==> config.mk <==
export PLATFORM = sky130hd
export DESIGN_NAME = sd_card_init_sequencer
export DESIGN_NICKNAME = d
export VERILOG_FILES = /design/src/rtl/core/sdi_pkg.sv /design/src/rtl/core/sd_card_init_sequencer.sv
export VERILOG_INCLUDE_DIRS = /design/src /design/src/rtl/core
export SDC_FILE = /design/constraint.sdc
export NUM_CORES = 1
export LEC_CHECK = 0
export ABC_AREA = 1
export BUFFER_PORTS_ARGS = -buffer_cell sky130_fd_sc_hd__buf_2
export CORE_ASPECT_RATIO = 0.7
export CORE_UTILIZATION = 37
export DETAILED_ROUTE_END_ITERATION = 10
export GPL_ROUTABILITY_DRIVEN = 1
export SLEW_MARGIN = 5
export SYNTH_ARGS = -nofsm -noshare
export SYNTH_HDL_FRONTEND = slang
export SYNTH_SLANG_ARGS = --single-unit
==> constraint.sdc <==
create_clock -name clock -period 7.3 [get_ports clock]
set_clock_uncertainty 0.2 [all_clocks]
set_input_delay 1.095 -clock clock [delete_from_list [all_inputs] [get_ports clock]]
set_output_delay 1.095 -clock clock [all_outputs]
set_load 0.005 [all_outputs]
==> src/rtl/core/sd_card_init_sequencer_assert.svh <==
// Assertion helpers shared by the sequencer RTL.
// Each macro samples on the rising edge of clock and is idle during reset.
`ifndef SD_CARD_INIT_SEQUENCER_ASSERT_SVH
`define SD_CARD_INIT_SEQUENCER_ASSERT_SVH

// Same-cycle implication: cond holds -> prop holds.
`define SDI_ASSERT_IMPL(lbl, cond, prop) \
   lbl: assert property (@(posedge clock) disable iff (reset) (cond) |-> (prop)) \
      else $error("assertion failed");

// Next-cycle implication: cond holds -> prop holds on the following clock.
`define SDI_ASSERT_NEXT(lbl, cond, prop) \
   lbl: assert property (@(posedge clock) disable iff (reset) (cond) |=> (prop)) \
      else $error("assertion failed");

`endif

==> src/rtl/core/sdi_pkg.sv <==
`timescale 1ns / 1ps
package sdi_pkg;

   // Sequence step codes
   localparam logic [3:0] ST_IDLE   = 4'd0;
   localparam logic [3:0] ST_IDCLK  = 4'd1;
   localparam logic [3:0] ST_CMD0   = 4'd2;
   localparam logic [3:0] ST_CMD8   = 4'd3;
   localparam logic [3:0] ST_CMD55  = 4'd4;
   localparam logic [3:0] ST_ACMD41 = 4'd5;
   localparam logic [3:0] ST_CMD2   = 4'd6;
   localparam logic [3:0] ST_CMD3   = 4'd7;
   localparam logic [3:0] ST_CMD9   = 4'd8;
   localparam logic [3:0] ST_CMD7   = 4'd9;
   localparam logic [3:0] ST_XCLK   = 4'd10;

   // Request kinds
   localparam logic [2:0] KIND_IDLE  = 3'd0;
   localparam logic [2:0] KIND_CMD   = 3'd1;
   localparam logic [2:0] KIND_CLOCK = 3'd2;
   localparam logic [2:0] KIND_DONE  = 3'd3;
   localparam logic [2:0] KIND_FAIL  = 3'd4;

   // Input action codes
   localparam logic ACT_START    = 1'b0;
   localparam logic ACT_COMPLETE = 1'b1;

   // SD command numbers
   localparam logic [5:0] CMD_GO_IDLE   = 6'd0;
   localparam logic [5:0] CMD_ALL_CID   = 6'd2;
   localparam logic [5:0] CMD_SEND_RCA  = 6'd3;
   localparam logic [5:0] CMD_SELECT    = 6'd7;
   localparam logic [5:0] CMD_IF_COND   = 6'd8;
   localparam logic [5:0] CMD_SEND_CSD  = 6'd9;
   localparam logic [5:0] CMD_OP_COND   = 6'd41;
   localparam logic [5:0] CMD_APP_CMD   = 6'd55;

   // Failure codes
   localparam logic [3:0] FAIL_NONE   = 4'd0;
   localparam logic [3:0] FAIL_IDCLK  = 4'd1;
   localparam logic [3:0] FAIL_CMD0   = 4'd2;
   localparam logic [3:0] FAIL_CMD55  = 4'd3;
   localparam logic [3:0] FAIL_ACMD41 = 4'd4;
   localparam logic [3:0] FAIL_NOTRDY = 4'd5;
   localparam logic [3:0] FAIL_CMD2   = 4'd6;
   localparam logic [3:0] FAIL_CMD3   = 4'd7;
   localparam logic [3:0] FAIL_CMD9   = 4'd8;
   localparam logic [3:0] FAIL_CMD7   = 4'd9;
   localparam logic [3:0] FAIL_XCLK   = 4'd10;

   // CSR indexes
   localparam logic [2:0] CSR_IDENT_DIV  = 3'd0;
   localparam logic [2:0] CSR_XFER_DIV   = 3'd1;
   localparam logic [2:0] CSR_RETRY_LIM  = 3'd2;
   localparam logic [2:0] CSR_OP_ARG     = 3'd3;
   localparam logic [2:0] CSR_IF_ARG     = 3'd4;

   // CSR reset values
   localparam logic [7:0]  RST_IDENT_DIV = 8'd63;
   localparam logic [7:0]  RST_XFER_DIV  = 8'd1;
   localparam logic [15:0] RST_RETRY_LIM = 16'd1000;
   localparam logic [31:0] RST_OP_ARG    = 32'h40FF_8000;
   localparam logic [11:0] RST_IF_ARG    = 12'h1AA;

   localparam int REQ_DATA_W = 40;
   localparam int RSP_DATA_W = 56;

   // One result word
   typedef struct packed {
      logic [2:0]  kind;
      logic [5:0]  cmd_num;
      logic [31:0] cmd_arg;
      logic        expects_rsp;
      logic        long_rsp;
      logic        check_crc;
      logic        init_clocks;
      logic [7:0]  clk_div;
      logic [3:0]  fail_code;
   } rsp_type;

endpackage

==> src/rtl/core/sd_card_init_sequencer.sv <==
`timescale 1ns / 1ps
// Channel  Dir  Handshake                 Payload
// req      in   req_tvalid/req_tready     req_tuser action, req_tdata ok + response
// rsp      out  rsp_tvalid/rsp_tready     rsp_tuser kind, rsp_tdata command fields
// csr      in   csr_valid/csr_ready       csr_index, csr_data
//
// One word per cycle while req_tready is high; it drops while the skid register is full.
// Each accepted word is decoded against the step register in a single pass and its
// result goes into the output register, or into the one-entry skid register when a
// result waits, so a second word can be taken then. Reset is synchronous and returns the
// sequence to idle with CSRs at their defaults. csr_ready is always high.
module sd_card_init_sequencer
   import sdi_pkg::*;
(
   input  logic                  clock,
   input  logic                  reset,
   input  logic                  req_tvalid,
   output logic                  req_tready,
   // [0] action
   input  logic                  req_tuser,
   // [0] completed_ok, [32:1] response_word, [39:33] zero
   input  logic [REQ_DATA_W-1:0] req_tdata,
   output logic                  rsp_tvalid,
   input  logic                  rsp_tready,
   // [2:0] request_kind
   output logic [2:0]            rsp_tuser,
   // [5:0] command_index, [37:6] command_argument, [38] expects_response,
   // [39] long_response, [40] check_crc, [41] send_init_clocks,
   // [49:42] clock_divisor, [53:50] failure_code, [55:54] zero
   output logic [RSP_DATA_W-1:0] rsp_tdata,
   input  logic                  csr_valid,
   output logic                  csr_ready,
   input  logic [2:0]            csr_index,
   input  logic [31:0]           csr_data
);

`include "sd_card_init_sequencer_assert.svh"

   logic [7:0]  ident_div_ff;
   logic [7:0]  xfer_div_ff;
   logic [15:0] retry_lim_ff;
   logic [31:0] op_arg_ff;
   logic [11:0] if_arg_ff;

   logic [3:0]  step_ff, step_in;
   logic [15:0] retry_ff, retry_in;
   logic [15:0] rca_ff, rca_in;

   logic        main_v_ff, skid_v_ff;
   rsp_type     main_ff, skid_ff;
   rsp_type     res;

   logic        accept, pop, ok, is_start;
   logic [31:0] resp;
   logic [15:0] limit, retry_inc;

   assign csr_ready  = 1'b1;
   assign accept     = req_tvalid && req_tready;
   assign req_tready = !skid_v_ff;
   assign pop        = main_v_ff && rsp_tready;
   assign is_start   = (req_tuser == ACT_START);
   assign ok         = req_tdata[0];
   assign resp       = req_tdata[32:1];
   assign limit      = (retry_lim_ff == 16'd0) ? 16'd1 : retry_lim_ff;
   assign retry_inc  = retry_ff + 16'd1;

   // CSR writes
   always_ff @(posedge clock) begin
      if (reset) begin
         ident_div_ff <= RST_IDENT_DIV;
         xfer_div_ff  <= RST_XFER_DIV;
         retry_lim_ff <= RST_RETRY_LIM;
         op_arg_ff    <= RST_OP_ARG;
         if_arg_ff    <= RST_IF_ARG;
      end else if (csr_valid && csr_ready) begin
         unique case (csr_index)
            CSR_IDENT_DIV: ident_div_ff <= csr_data[7:0];
            CSR_XFER_DIV:  xfer_div_ff  <= csr_data[7:0];
            CSR_RETRY_LIM: retry_lim_ff <= csr_data[15:0];
            CSR_OP_ARG:    op_arg_ff    <= csr_data;
            CSR_IF_ARG:    if_arg_ff    <= csr_data[11:0];
            default: ;
         endcase
      end
   end

   // Step decode: next request and next state
   always_comb begin
      res      = '0;
      step_in  = step_ff;
      retry_in = retry_ff;
      rca_in   = rca_ff;
      if (is_start) begin
         retry_in    = '0;
         rca_in      = '0;
         res.kind    = KIND_CLOCK;
         res.clk_div = ident_div_ff;
         step_in     = ST_IDCLK;
      end else begin
         unique case (step_ff)
            ST_IDCLK: begin
               if (!ok) begin
                  res.kind = KIND_FAIL; res.fail_code = FAIL_IDCLK; step_in = ST_IDLE;
               end else begin
                  res.kind = KIND_CMD; res.cmd_num = CMD_GO_IDLE;
                  res.init_clocks = 1'b1; step_in = ST_CMD0;
               end
            end
            ST_CMD0: begin
               if (!ok) begin
                  res.kind = KIND_FAIL; res.fail_code = FAIL_CMD0; step_in = ST_IDLE;
               end else begin
                  res.kind = KIND_CMD; res.cmd_num = CMD_IF_COND;
                  res.cmd_arg = {20'd0, if_arg_ff};
                  res.expects_rsp = 1'b1; res.check_crc = 1'b1; step_in = ST_CMD8;
               end
            end
            // CMD8 failure is tolerated
            ST_CMD8: begin
               retry_in = '0;
               res.kind = KIND_CMD; res.cmd_num = CMD_APP_CMD;
               res.expects_rsp = 1'b1; res.check_crc = 1'b1; step_in = ST_CMD55;
            end
            ST_CMD55: begin
               if (!ok) begin
                  res.kind = KIND_FAIL; res.fail_code = FAIL_CMD55; step_in = ST_IDLE;
               end else begin
                  res.kind = KIND_CMD; res.cmd_num = CMD_OP_COND;
                  res.cmd_arg = op_arg_ff; res.expects_rsp = 1'b1; step_in = ST_ACMD41;
               end
            end
            // OCR busy bit set: card ready; else count a round and retry, failing once the retry limit is reached
            ST_ACMD41: begin
               if (!ok) begin
                  res.kind = KIND_FAIL; res.fail_code = FAIL_ACMD41; step_in = ST_IDLE;
               end else if (resp[31]) begin
                  res.kind = KIND_CMD; res.cmd_num = CMD_ALL_CID;
                  res.expects_rsp = 1'b1; res.long_rsp = 1'b1; res.check_crc = 1'b1;
                  step_in = ST_CMD2;
               end else begin
                  retry_in = retry_inc;
                  if (retry_inc >= limit) begin
                     res.kind = KIND_FAIL; res.fail_code = FAIL_NOTRDY; step_in = ST_IDLE;
                  end else begin
                     res.kind = KIND_CMD; res.cmd_num = CMD_APP_CMD;
                     res.expects_rsp = 1'b1; res.check_crc = 1'b1; step_in = ST_CMD55;
                  end
               end
            end
            ST_CMD2: begin
               if (!ok) begin
                  res.kind = KIND_FAIL; res.fail_code = FAIL_CMD2; step_in = ST_IDLE;
               end else begin
                  res.kind = KIND_CMD; res.cmd_num = CMD_SEND_RCA;
                  res.expects_rsp = 1'b1; res.check_crc = 1'b1; step_in = ST_CMD3;
               end
            end
            // capture the card address
            ST_CMD3: begin
               if (!ok) begin
                  res.kind = KIND_FAIL; res.fail_code = FAIL_CMD3; step_in = ST_IDLE;
               end else begin
                  rca_in = resp[31:16];
                  res.kind = KIND_CMD; res.cmd_num = CMD_SEND_CSD;
                  res.cmd_arg = {resp[31:16], 16'd0};
                  res.expects_rsp = 1'b1; res.long_rsp = 1'b1; res.check_crc = 1'b1;
                  step_in = ST_CMD9;
               end
            end
            ST_CMD9: begin
               if (!ok) begin
                  res.kind = KIND_FAIL; res.fail_code = FAIL_CMD9; step_in = ST_IDLE;
               end else begin
                  res.kind = KIND_CMD; res.cmd_num = CMD_SELECT;
                  res.cmd_arg = {rca_ff, 16'd0};
                  res.expects_rsp = 1'b1; res.check_crc = 1'b1; step_in = ST_CMD7;
               end
            end
            ST_CMD7: begin
               if (!ok) begin
                  res.kind = KIND_FAIL; res.fail_code = FAIL_CMD7; step_in = ST_IDLE;
               end else begin
                  res.kind = KIND_CLOCK; res.clk_div = xfer_div_ff; step_in = ST_XCLK;
               end
            end
            ST_XCLK: begin
               if (!ok) begin
                  res.kind = KIND_FAIL; res.fail_code = FAIL_XCLK;
               end else begin
                  res.kind = KIND_DONE;
               end
               step_in = ST_IDLE;
            end
            default: begin
               res.kind = KIND_IDLE;
               step_in  = ST_IDLE;
            end
         endcase
      end
   end

   // Sequence state
   always_ff @(posedge clock) begin
      if (reset) begin
         step_ff  <= ST_IDLE;
         retry_ff <= '0;
         rca_ff   <= '0;
      end else if (accept) begin
         step_ff  <= step_in;
         retry_ff <= retry_in;
         rca_ff   <= rca_in;
      end
   end

   // Output register plus skid register
   always_ff @(posedge clock) begin
      if (reset) begin
         main_v_ff <= 1'b0;
         skid_v_ff <= 1'b0;
      end else if (pop || !main_v_ff) begin
         if (skid_v_ff) begin
            main_v_ff <= 1'b1;
            skid_v_ff <= accept;
         end else begin
            main_v_ff <= accept;
         end
      end else if (accept) begin
         skid_v_ff <= 1'b1;
      end
   end

   always_ff @(posedge clock) begin
      if (pop || !main_v_ff) begin
         if (skid_v_ff) begin
            main_ff <= skid_ff;
            skid_ff <= res;
         end else begin
            main_ff <= res;
         end
      end else if (accept) begin
         skid_ff <= res;
      end
   end

   assign rsp_tvalid = main_v_ff;
   assign rsp_tuser  = main_ff.kind;
   assign rsp_tdata  = {2'b00, main_ff.fail_code, main_ff.clk_div, main_ff.init_clocks,
                        main_ff.check_crc, main_ff.long_rsp, main_ff.expects_rsp,
                        main_ff.cmd_arg, main_ff.cmd_num};

   // Checks
   `SDI_ASSERT_IMPL(a_skid_behind_main, skid_v_ff, main_v_ff)
   `SDI_ASSERT_NEXT(a_start_to_idclk, accept && is_start, step_ff == ST_IDCLK)
   `SDI_ASSERT_NEXT(a_fail_to_idle, accept && (res.kind == KIND_FAIL), step_ff == ST_IDLE)
   `SDI_ASSERT_IMPL(a_fail_code_match, main_v_ff,
                    (main_ff.kind == KIND_FAIL) == (main_ff.fail_code != FAIL_NONE))

endmodule
### Word-level counts from Yosys, hierarchy flattened

Index checks and enable logic that the tools add are counted.

* input port bits: 81
* output and inout port bits: 62
* register bits after elaboration: 228
* logic and storage cells: 139

* add/sub/neg operators: 1
* magnitude comparators: 1
* mux-type cells: 71
* eq/ne operators: 20
* reductions and logical operators: 18

Operators by type and width (number)
* 57-bit 2-to-1 mux: 4
* 32-bit one-hot mux with 4 select lines: 1
* 16-bit 2-to-1 mux: 7
* 39-bit 2-to-1 mux: 2
* 4-bit one-hot mux with 9 select lines: 2
* 3-bit 2-to-1 mux: 17
* 42-bit 2-to-1 mux: 1
* 6-bit one-hot mux with 7 select lines: 1
* 37-bit 2-to-1 mux: 1
* 36-bit 2-to-1 mux: 1
* 4-bit 2-to-1 mux: 8
* 16-bit one-hot mux with 2 select lines: 1
* 8-bit 2-to-1 mux: 3
* 16-bit by 1-bit adder with 16-bit output, second input constant: 1
* 4-bit by 3-bit == test with 1-bit output, second input constant: 4
* 16-bit greater-or-equal comparator: 1
* 16-bit zero test: 1
* 3-bit one-hot mux with 5 select lines: 1
* 4-bit == test, second input constant: 3
* 6-bit 2-to-1 mux: 2
* 2-bit AND reduction: 6
* 1-bit 2-to-1 mux: 10
* 2-bit 2-to-1 mux: 5
* 9-bit 2-to-1 mux: 1
* other kinds (21): 27

### Longest topological paths before layout

* depth after elaboration: 10
* depth in mapped cells: 19
* gate-level depth less buffers: 19

### Worst setup path after synthesis

No wires, ideal clock.

* kind: in2reg
* start: input rsp_tready
* end: register skid_ff[0] in the netlist's numbering, enable pin
* slack: 1.383 ns
* stages on the path: 2
* data arrival time: 5.166 ns
* cells stage by stage: nor2_1 o21ai_0

* word-level cells in the longest chain between the ends: 4
* elaborated cells between the ends (all ways): 5
* those cells by class: 1 x eq/ne; 4 x reduce/logical

Ends and longest elaborated chain
* start: declaration: line sd_card_init_sequencer.sv:24 `input logic rsp_tready,`
* 1-bit logical AND *: line sd_card_init_sequencer.sv:60 `assign pop = main_v_ff && rsp_tready;`
* 1-bit logical OR *: line sd_card_init_sequencer.sv:233 `if (pop || !main_v_ff) begin`
* 2-bit inequality test (no source line) / 2-bit nonzero test (equally long branches)
* 2-bit AND reduction (no source line) *
* end signal: assignment: line sd_card_init_sequencer.sv:236 `skid_ff <= res;`
* end signal: assignment: line sd_card_init_sequencer.sv:241 `skid_ff <= res;`
* end: declaration: line sd_card_init_sequencer.sv:50 `rsp_type main_ff, skid_ff;`

Every way passes the cells marked *; elsewhere a longest branch is shown, timed or not.
A chain may end at the register's enable or synchronous reset.

### Worst setup path in the final report

* start: register retry_ff[0]
* end: register main_ff, in the netlist rsp_tdata[38] (data pin)

* word-level cells in the longest chain between the ends: 8

Ends and longest elaborated chain
* start: declaration: line sd_card_init_sequencer.sv:46 `logic [15:0] retry_ff, retry_in;`
* start signal: assignment: line sd_card_init_sequencer.sv:210 `retry_ff <= retry_in;`
* 16-bit by 1-bit adder with 16-bit output: line sd_card_init_sequencer.sv:65 `assign retry_inc = retry_ff + 16'd1;`
* 16-bit greater-or-equal comparator: line sd_card_init_sequencer.sv:142 `if (retry_inc >= limit) begin`
* 1-bit 2-to-1 mux: line sd_card_init_sequencer.sv:142
* 1-bit 2-to-1 mux: line sd_card_init_sequencer.sv:136 `end else if (resp[31]) begin`
* 3-bit 2-to-1 mux: line sd_card_init_sequencer.sv:134 `if (!ok) begin`
* 1-bit one-hot mux with 7 select lines: line sd_card_init_sequencer.sv:100 `unique case (step_ff)`
* 42-bit 2-to-1 mux: line sd_card_init_sequencer.sv:93 `if (is_start) begin`
* 57-bit 2-to-1 mux: line sd_card_init_sequencer.sv:234 `if (skid_v_ff) begin`
* end signal: assignment: line sd_card_init_sequencer.sv:235 `main_ff <= skid_ff;`
* end signal: assignment: line sd_card_init_sequencer.sv:238 `main_ff <= res;`
* end: declaration: line sd_card_init_sequencer.sv:50

Every way passes these cells.

==> reports/metrics.yaml <==
timing.final.crit_share_pct: 46.8
wire_per_inst_um: 15.2
stdcell_area_sq_um: 11900
hold_violations: 0
placed_area_sq_um: 11100
crit_type: "register to register"
period_minus_slack_ns: 3.41
power_frac_seq_pct: 50.6
fmax_mhz: 293
ctsHoldBuffers: 0
layout_commonest_cell: "nand2_1"
initial_core_util_pct: 38.0
core-area_sq_um: 27000
drt_wl_total_um: 25600
powerDensity_nw_per_um2: 233
switching_share_pct: 22.5
fillers: 2655
clkTransAtPathRegs_ns: 0.06
min_path_type: "register to register"
ant_nets: 0
power_leakage_nw: 5.31
num_rows: 50
r2r_slack_ns: 3.89
end_kind: "register"
ys_seq_area_share_pct: 55.7
synth_edf_count: 114
setup_violations: 0
syn_area_sq_um: 10200
mostFrequentLayoutCells: "nand2_1, buf_2, edfxtp_1"
cts_root_buffer: "clkbuf_16"
reg2reg_depth: 15
min-delay-start: "op_arg_ff[30]"
clock_power_share_pct: 44.0
grt_pass1_vias: 7456
run_status: "completed"
grt_start_max_net_pins: 63
relSlewSlack_pct: 34.3
die_y_um: 141
drc: 0
die-area_sq_um: 28400
post_cts_buffers: 0
arrival_ns: 3.48
r2r_start: "retry_ff[0]"
postSynth.asyncResetShare_pct: 0
place_hpwl_um: 17100
netlist_instances: 1207
tns_ns: 0
ys.flop_type: "edfxtp_1"
gp_congestion: 0.857
cts-buffers-inserted: 25
h-tree-depth: 1
rsz0062_at_grt: "false"
avgSynthCellArea_sq_um: 8.49
final_layout_size_suffix_gt1_share_pct: 15.9
num_io_pins: 143
synth_area_leaders: "edfxtp_1, dfxtp_1, nand2_1"
vias_per_cell: 4.80
pwr-share-comb_pct: 5.4
grt_pass1_wl_um: 40600
switchingPower_uw: 624
drtIter0Drc: 622
ys_ff_latch: 228
crit_required_ns: 7.37
cp_max_fo: 5
synth_cell_types: 41
fp.dieW_um: 201
min_path_cells: 2
ir_worst_vdd_mv: 0.136
clock_latency_ns: 0.52
worst_pin_slew_ns: 0.982
syn_to_final_growth_pct: 16.0
max-cap-violations: 0
timing.rr.end: "rsp_tdata[38]"
num_vias: 8075
synth_top_area_cell: "edfxtp_1"
firstDrtPassIters: 7
cts_tree: "done"
final_max_slew_viol_count: 0
antenna_found_initial: 2
grt_overflow: 0
cts.sinks: 228
fin_nets: 1398
synth_top_cell_area_share_pct: 33.4
clockBufferDepth: 3
grt_usage_pct: 17.9
worstSetupStartpointType: "register"
min_to: "op_arg_ff[30]"
cts_resized: 0
yosysWarnings: 0
numPortBuffers: 116
internal_power_mw: 2.15
[metrics by stage]
step           total power, mW  cells  util (%)  worst slack (ns)  hold WS, ns
3_3_place_gp              1.58   1637      41.1              3.79        0.242
6_report                  2.77   1684      44.1              3.89        0.255
4_1_cts                   2.79   1682      44.1              3.94        0.257
3_5_place_dp              1.58   1637      41.1              3.76        0.245
2_1_floorplan             1.51   1208         -              1.38        0.229
5_1_grt                   2.87   1683      44.1              3.60        0.276
[worst max-delay path, cell delays in order (launching register included)]
cell and delay, ns:
dfxtp_1 0.41, ha_1 0.22, nand3_1 0.16, nor2_1 0.31, nand2_1 0.11, xor2_1 0.17, ha_1 0.30, nand2_1 0.04
o21ai_0 0.26, a21oi_1 0.18, nand2_1 0.15, nand2_1 0.07, nand2_1 0.18, nand3_1 0.20, nand3_1 0.12, nand2_1 0.06
[power groups by stage]
stage | combinational, mW | clock (mW) | sequential [mW]
final | 0.150 | 1.22 | 1.40
after global routing | 0.168 | 1.29 | 1.41
after CTS | 0.151 | 1.24 | 1.40
after detailed placement | 0.151 | 0 | 1.43
after global placement | 0.149 | 0 | 1.43
after floorplan | 0.0789 | 0 | 1.43
[cell usage after synthesis, types with 5 or more instances]
cell,n
buf_2,11
nand2_1,382
buf_4,7
dfxtp_1,114
inv_2,6
nand4_1,6
nand2_2,5
nand3_1,73
ha_1,17
inv_1,109
buf_1,7
nor2_1,86
nor2_4,7
a21oi_1,64
o211ai_1,13
a21oi_2,12
nor3_1,11
xor2_1,13
clkbuf_1,33
o21ai_0,67
nor4_1,6
o21ai_1,15
edfxtp_1,114
[worst max path at each step]
stage | start | endpoint | slack (ns)
floorplan | rsp_tready | skid_ff[0] | 1.38
global placement | req_tuser | step_ff[1] | 3.79
detailed placement | csr_index[2] | retry_lim_ff[11] | 3.76
CTS | retry_ff[0] | rsp_tdata[38] | 3.94
global route | retry_ff[0] | rsp_tdata[38] | 3.60
finish | retry_ff[0] | rsp_tdata[38] | 3.89
[layout make-up]
| class | count | area (sq um) | area share (%) |
|---|---|---|---|
| clock inverter | 9 | 75.1 | 0.632 |
| clock buffer | 36 | 717 | 6.03 |
| antenna | 2 | 5.00 | 0.0421 |
| sequential | 228 | 5710 | 48.0 |
| inverter | 118 | 449 | 3.78 |
| timing repair buffer | 125 | 648 | 5.45 |
| tap | 364 | 455 | 3.83 |
| multi-input combinational | 802 | 3830 | 32.2 |
[routing by layer]
metal / global-route usage (%) / vias up / part of all wire [%] / wire length (um)
li1: - / 4125 / - / -
met1: 26.6 / 3749 / 51 / 13000
met2: 27.1 / 173 / 42 / 10800
met3: 3.40 / 28 / 5.5 / 1420
met4: 3.54 / 0 / 1.4 / 362
met5: 0 / - / 0 / 0
[sequential cells by signal, summed over array words and instances (netlist names)]
signal and count:
ident_div_ff 8, if_arg_ff 12, op_arg_ff 32, rca_ff 16
retry_ff 16, retry_lim_ff 16, rsp_tdata 54, rsp_tuser 3
rsp_tvalid 1, skid_ff 57, skid_v_ff 1, step_ff 4
xfer_div_ff 8
[logic make-up after synthesis]
group                      count (synthesis)  share of synthesized area [%]
and+or+nand+nor                          584                           23.8
xor gates and xnor gates                  14                           1.20
buffers and inverters                    178                           7.12
other                                      2                         0.0733
adders and majority gates                 17                           2.08
DFF                                      228                           55.7
AOI/OAI and AO/OA                        184                           10.1
(Power assumes the default switching activity.)
